===== config.mk =====
export PLATFORM = sky130hd
export DESIGN_NAME = fwk_alu
export DESIGN_NICKNAME = d
export VERILOG_FILES = /design/src/hdl/fwk_pkg.sv /design/src/hdl/fwk_alu.sv
export SDC_FILE = /design/constraint.sdc
export NUM_CORES = 1
export LEC_CHECK = 0
export ABC_AREA = 1
export ABC_CLOCK_PERIOD_IN_PS = 6100
export BUFFER_PORTS_ARGS = -buffer_cell sky130_fd_sc_hd__buf_4
export CELL_PAD_IN_SITES_DETAIL_PLACEMENT = 1
export CELL_PAD_IN_SITES_GLOBAL_PLACEMENT = 2
export CORE_MARGIN = 2
export CORE_UTILIZATION = 27
export DETAILED_ROUTE_END_ITERATION = 10
export GPL_TIMING_DRIVEN = 0
export PLACE_DENSITY_LB_ADDON = 0.1
export SYNTH_ARGS = -nofsm -noshare
export SYNTH_HDL_FRONTEND = slang
export SYNTH_SLANG_ARGS = --single-unit

===== constraint.sdc =====
create_clock -name vclk -period 6.1
set_input_delay 0.61 -clock vclk [all_inputs]
set_output_delay 0.61 -clock vclk [all_outputs]
set_load 0.01 [all_outputs]

===== src/hdl/fwk_pkg.sv =====
// fwk_pkg: shared types and constants for the binary indexed tree block
// beat payload structs, action codes, sequencer states and adder request/response
// no dependencies
`default_nettype none

package fwk_pkg;

    localparam int POS_W  = 13;
    localparam int DATA_W = 32;
    localparam int RANK_W = 31;

    typedef enum logic [1:0] {
        ACT_ADD    = 2'd0,
        ACT_PREFIX = 2'd1,
        ACT_RANGE  = 2'd2,
        ACT_FIND   = 2'd3
    } fwk_action_t;

    typedef struct packed {
        fwk_action_t               action;
        logic [POS_W-1:0]          position;
        logic [POS_W-1:0]          right_end;
        logic signed [DATA_W-1:0]  delta;
        logic [RANK_W-1:0]         rank;
    } fwk_item_t;

    typedef struct packed {
        logic signed [DATA_W-1:0]  sum_value;
        logic [POS_W-1:0]          found_position;
    } fwk_result_t;

    typedef enum logic [3:0] {
        ST_CLEAR,
        ST_IDLE,
        ST_ADD_RD,
        ST_ADD_WR,
        ST_SUM_RD,
        ST_SUM_ACC,
        ST_FIND_RD,
        ST_FIND_EVAL,
        ST_DONE
    } fwk_state_t;

    typedef enum logic {
        ALU_ADD,
        ALU_SUB
    } fwk_alu_op_t;

    typedef struct packed {
        fwk_alu_op_t        op;
        logic [DATA_W-1:0]  a;
        logic [DATA_W-1:0]  b;
        logic [RANK_W-1:0]  rank;
    } fwk_alu_req_t;

    typedef struct packed {
        logic [DATA_W-1:0]  sum;
        logic               below_rank;
    } fwk_alu_res_t;

endpackage

`default_nettype wire


===== src/hdl/fwk_alu.sv =====
// fwk_alu: shared 32-bit add/subtract unit with signed compare against a rank
// depends on fwk_pkg
`default_nettype none

module fwk_alu (
    input  wire fwk_pkg::fwk_alu_req_t req,
    output fwk_pkg::fwk_alu_res_t      res
);
    import fwk_pkg::*;

    logic [DATA_W-1:0] sum;

    always_comb
    begin
        case (req.op)
            ALU_ADD: sum = req.a + req.b;
            ALU_SUB: sum = req.a - req.b;
            default: sum = req.a + req.b;
        endcase
    end

    // rank is never negative, so a negative sum is always below it
    assign res.sum        = sum;
    assign res.below_rank = sum[DATA_W-1] | (sum[RANK_W-1:0] < req.rank);

endmodule

`default_nettype wire


==> results of run 1 <==
==> path summary, 6_finish.rpt <==
kind	start	to	slack [ps]	cells past startpoint
worst max-delay path	req[31]	res[0]	700	26
worst min-delay path	req[31]	res[1]	1640	4
==> per-stage QoR <==
step	cell area [sq um]	utilization	hold slack, ps	cells	worst slack (ps)
3_3_place_gp	5017	0.3615	1611	1040	655.1
3_5_place_dp	5017	0.3615	1646	1040	610.1
2_1_floorplan	3824	-	1402	731	1700
6_report	5017	0.3615	1639	1040	696.6
4_1_cts	5017	0.3615	1647	1040	608.4
5_1_grt	5017	0.3615	1661	1040	281.4
==> area by class of cell <==
cell class / count / area share
plain buffers: 3 / 0.002244
repair buffers: 129 / 0.1930
inverters: 143 / 0.1070
multi-input cells: 585 / 0.6529
well taps: 180 / 0.04489
==> layout by cell type (no fill, tap or decap), types with 2 or more instances in the layout <==
cell      count
xnor2_1       4
o21a_1        6
o21bai_1      5
buf_4       129
nor2_2        3
nand3_1      41
nand3b_1      2
nor3_2        2
a21oi_1      47
nand4_1      11
nor2_1       82
o21ai_1       4
nand2_2       2
nor3_1        6
nor4_1        2
o21ai_0      18
inv_1       142
ha_1         62
a21o_1        3
clkbuf_1      3
nand2_1     236
xor2_1       40
==> metal layers <==
metal | vias up | wire length, microns | GRT usage
li1 | 2549 | - | -
met1 | 2149 | 7158 | 0.2626
met2 | 73 | 6796 | 0.3463
met3 | 0 | 342 | 0.0009225
met4 | 0 | 0 | 0
met5 | - | 0 | 0
==> critical path: stages <==
cell and delay (ps):
buf_4 110, inv_1 80, ha_1 230, nand4_1 210
nor2_2 210, nand3_1 110, o21ai_1 160, xor2_1 190
ha_1 330, a21oi_1 450, nor2_1 70, nor2_1 150
nand2_1 110, a21oi_1 190, nand2_1 80, nand2_1 60
nand2_1 60, ha_1 270, nand2_1 70, nor2_1 140
nor3b_1 320, and3_1 210, nand2_1 70, nand2_1 60
nand3_1 80, buf_4 140
==> logic make-up after synthesis <==
| kind of cell | Yosys count | share of synthesized area |
|---|---|---|
| buf+inv | 146 | 0.1433 |
| fa+ha+maj | 63 | 0.2081 |
| simple gates | 394 | 0.4280 |
| compound gates | 84 | 0.1198 |
| xor+xnor | 44 | 0.1008 |
==> power groups by stage <==
stage	clock [mW]	sequential (mW)	combinational, mW
5_1_grt	0	0	0.822
2_1_floorplan	0	0	0.436
6_report	0	0	0.721
3_5_place_dp	0	0	0.731
4_1_cts	0	0	0.733
3_3_place_gp	0	0	0.708
==> flow_metrics.py, run 1 <==
metrics = {
    "power_and_ir_drop": {
        "pwr-share-seq": 0,
        "irDropWorstVdd_mv": 0.03754,
        "combPwrFrac": 1.000,
        "p_per_area_nw_per_um2": 143.6,
        "switching_power_uw": 418.3,
        "total_power_uw": 720.5,
        "p_int_uw": 302.2,
        "p_leak_nw": 3.000,
        "power.share.switching": 0.5805,
        "pwr-share-clk": 0,
    },
    "grt": {
        "grt_pass1_vias": 4897,
        "gr-usage-all-layers": 0.1882,
        "grt_max_degree": 11,
        "grt_antenna_before_repair": 0,
        "grt_pass1_wl_microns": 22910,
        "gr-total-overflow": 0,
    },
    "critical_path": {
        "arrival_ps": 4790,
        "worstPathRequired_ps": 5490,
        "critPathLaunchType": "input pin",
        "cp_max_fo": 5,
        "endpoint_kind": "output port",
        "crit_type": "input pin to output port",
    },
    "logic_synthesis": {
        "syn_area_sq_um": 3824,
        "yosysWarnings": 0,
        "ys_seq_area_frac": 0,
        "synth_common_cells": "nand2_1 (236), inv_1 (142), nor2_1 (82)",
        "synthCells": 731,
        "synth_most_common_cell": "nand2_1",
        "synthDistinctLibCells": 31,
        "yosys-top-cells-area": "nand2_1 (23%), ha_1 (20%), inv_1 (14%)",
        "avgSynthCellArea_sq_um": 5.231,
        "yosysTopAreaCellShare": 0.2317,
        "yosysTopAreaCell": "nand2_1",
        "syn_nets": 890,
    },
    "cells_and_area": {
        "drive_gt1_frac": 0.1616,
        "nFillCells": 1942,
        "num-nets-final": 1021,
        "n_antenna_cell": 0,
        "ff_latch_area_sq_um": 0,
        "seq_cell_count": 0,
        "multi_input_area_sq_um": 3276,
        "areaGrowthSynthToFinish_pct": 31.22,
        "clkbuf_count": 0,
    },
    "sta": {
        "maxSlewViolCount": 0,
        "hold_violations": 0,
        "period_share": 0.8858,
        "fin_crit_ps": 5403,
        "rsz0062_at_grt": "no",
        "worst_pin_slew_ps": 598.5,
        "slew_headroom": 0.6010,
        "max_freq_mhz": 185.1,
        "fin_setup_tns_ps": 0,
        "setup_viol": 0,
    },
    "floorplan": {
        "ios": 129,
        "die_area_sq_um": 15130,
        "core_sq_um": 13880,
        "dieHeight_microns": 123.0,
        "die_x_microns": 123.0,
        "row_count": 43,
        "initial_core_util": 0.2755,
    },
    "detailed_routing": {
        "first_iter_violations": 76,
        "via_per_inst": 4.588,
        "dr.pass1.iters": 4,
        "ant_nets": 0,
        "vias": 4771,
        "wl_microns": 14300,
        "drc": 0,
        "routedWlPerCell_microns": 13.75,
    },
    "cts": {
        "postCtsSetupBuffers": 0,
        "post_cts_resized": 0,
        "cts_hold_buf": 0,
    },
    "status": {
        "status": "complete, no violations",
    },
    "worst_hold_path": {
        "hold_path_class": "input pin to output port",
    },
    "place": {
        "gp_congestion": 0.8081,
        "hpwl_microns": 13410,
        "port_buffers": 129,
    },
    "job": {
        "drv_cap": 0,
    },
}
Note: power is estimated with default switching activity, not from simulation.
==> inputs of run 2 (changes only) <==
--- a/config.mk
+++ b/config.mk
@@ -14,7 +14,8 @@
 export CORE_UTILIZATION = 27
 export DETAILED_ROUTE_END_ITERATION = 10
 export GPL_TIMING_DRIVEN = 0
-export PLACE_DENSITY_LB_ADDON = 0.1
+export PLACE_DENSITY = 0.89
+export RECOVER_POWER = 50
 export SYNTH_ARGS = -nofsm -noshare
 export SYNTH_HDL_FRONTEND = slang
 export SYNTH_SLANG_ARGS = --single-unit
==> run 2 against run 1 <==
Against the previous run: wire length shrank 4.6%; total power fell by 4.2%; non-clock buffer count unchanged; critical path type unchanged; largest power group unchanged.
==> flow_metrics.py, run 2 (synthesized netlist as in run 1, its figures left out) <==
metrics = {
    "status": {
        "status": "complete, no violations",
    },
    "cells_and_area": {
        "final_cell_mix": "nand2_1 (236), inv_1 (142), buf_4 (117)",
        "final_common_cell": "nand2_1",
        "ff_latch_area_sq_um": 0,
        "num-nets-final": 1021,
        "nFillCells": 2017,
        "seq_cell_count": 0,
        "drive_gt1_frac": 0.1453,
        "multi_input_area_sq_um": 3263,
        "n_antenna_cell": 0,
        "areaGrowthSynthToFinish_pct": 29.71,
        "fin_area_sq_um": 4960,
        "clkbuf_count": 0,
    },
    "grt": {
        "grt_max_degree": 11,
        "grt_antenna_before_repair": 0,
        "grt_pass1_vias": 4630,
        "gr-max-usage-layer": "met2",
        "gr-usage-met1": 0.2573,
        "gr-usage-met3": 0.007380,
        "grtUsageMet2": 0.3125,
        "gr-total-overflow": 0,
        "gr-usage-all-layers": 0.1803,
        "grt_pass1_wl_microns": 22030,
    },
    "power_and_ir_drop": {
        "irDropWorstVdd_mv": 0.03001,
        "p_per_area_nw_per_um2": 139.1,
        "total_power_uw": 689.9,
        "pwr-share-clk": 0,
        "p_leak_nw": 2.956,
        "pwr-share-seq": 0,
        "power.share.switching": 0.5931,
        "switching_power_uw": 409.1,
        "combPwrFrac": 1.000,
        "p_int_uw": 280.8,
    },
    "critical_path": {
        "arrival_ps": 4740,
        "endpoint_kind": "output port",
        "critPathLaunchType": "input pin",
        "crit_type": "input pin to output port",
        "worstPathRequired_ps": 5490,
        "cp_max_fo": 5,
    },
    "sta": {
        "worst_pin_slew_ps": 556.1,
        "period_share": 0.8764,
        "maxSlewViolCount": 0,
        "whs_ps": 1601,
        "max_freq_mhz": 187.1,
        "hold_violations": 0,
        "setup_slack_ps": 754.0,
        "rsz0062_at_grt": "no",
        "fin_setup_tns_ps": 0,
        "fin_crit_ps": 5346,
        "slew_headroom": 0.6293,
        "setup_viol": 0,
    },
    "detailed_routing": {
        "drc": 0,
        "dr.pass1.iters": 4,
        "via_per_inst": 4.504,
        "vias": 4684,
        "wl_microns": 13640,
        "first_iter_violations": 82,
        "ant_nets": 0,
        "routedWlPerCell_microns": 13.12,
    },
    "floorplan": {
        "die_area_sq_um": 15130,
        "dieHeight_microns": 123.0,
        "row_count": 43,
        "core_sq_um": 13880,
        "die_x_microns": 123.0,
        "initial_core_util": 0.2755,
        "ios": 129,
    },
    "job": {
        "drv_cap": 0,
    },
    "place": {
        "dp_slack_ps": 720.5,
        "gp_congestion": 0.8554,
        "hpwl_microns": 12750,
        "port_buffers": 129,
        "placed_area_sq_um": 5017,
    },
    "worst_hold_path": {
        "hold_path_class": "input pin to output port",
        "holdPathStages": 4,
    },
    "cts": {
        "postCtsSetupBuffers": 0,
        "cts_hold_buf": 0,
        "post_cts_resized": 0,
    },
}
[run 2: changes by cell type in the layout (fill, tap and decap cells not counted), sizes merged]
cell	previous run	this run
clkbuf	3	15
buf	129	117
[run 2: metrics by stage]
stage,util,std cells
final,0.3573,1040
after floorplan,-,731
after global routing,0.3573,1040
after detailed placement,0.3615,1040
after global placement,0.3615,1040
after CTS,0.3615,1040
[run 2: area by class of cell]
| cell class | count | area share |
|---|---|---|
| inverters | 143 | 0.1082 |
| well taps | 180 | 0.04541 |
| plain buffers | 3 | 0.002270 |
| repair buffers | 129 | 0.1862 |
| multi-input cells | 585 | 0.6579 |
[run 2: layer usage]
| layer | vias up | part of all wire | wire, microns |
|---|---|---|---|
| met3 | 8 | 0.032 | 442 |
| met4 | 0 | 0.0093 | 127 |
| li1 | 2554 | - | - |
| met2 | 78 | 0.45 | 6151 |
| met1 | 2044 | 0.51 | 6920 |
| met5 | - | 0 | 0 |
[run 2: critical path: stages]
cell and delay, ps:
buf_4 100, inv_1 150, nand3_1 140, nor2_1 360, nand3_1 150, o21ai_0 220
xor2_1 220, inv_1 60, ha_1 350, a21oi_1 200, o21ai_0 160, a21oi_1 180
nand2_1 160, nand2_1 120, nand2_1 50, nand2_1 60, nand2_1 70, ha_1 300
nand2_1 80, nor2_1 160, nor3b_1 290, and3_1 200, nand2_1 60, nand2_1 50
nand3_1 80, buf_4 150
[run 2: path summary, 6_finish.rpt]
check / start / end / slack (ps)
worst min-delay path: req[31] / res[1] / 1600
worst max-delay path: req[33] / res[0] / 750
[run 2: power groups by stage]
stage	sequential (mW)	clock, mW	combinational [mW]
floorplan	0	0	0.436
global placement	0	0	0.709
detailed placement	0	0	0.721
CTS	0	0	0.723
global route	0	0	0.794
finish	0	0	0.690
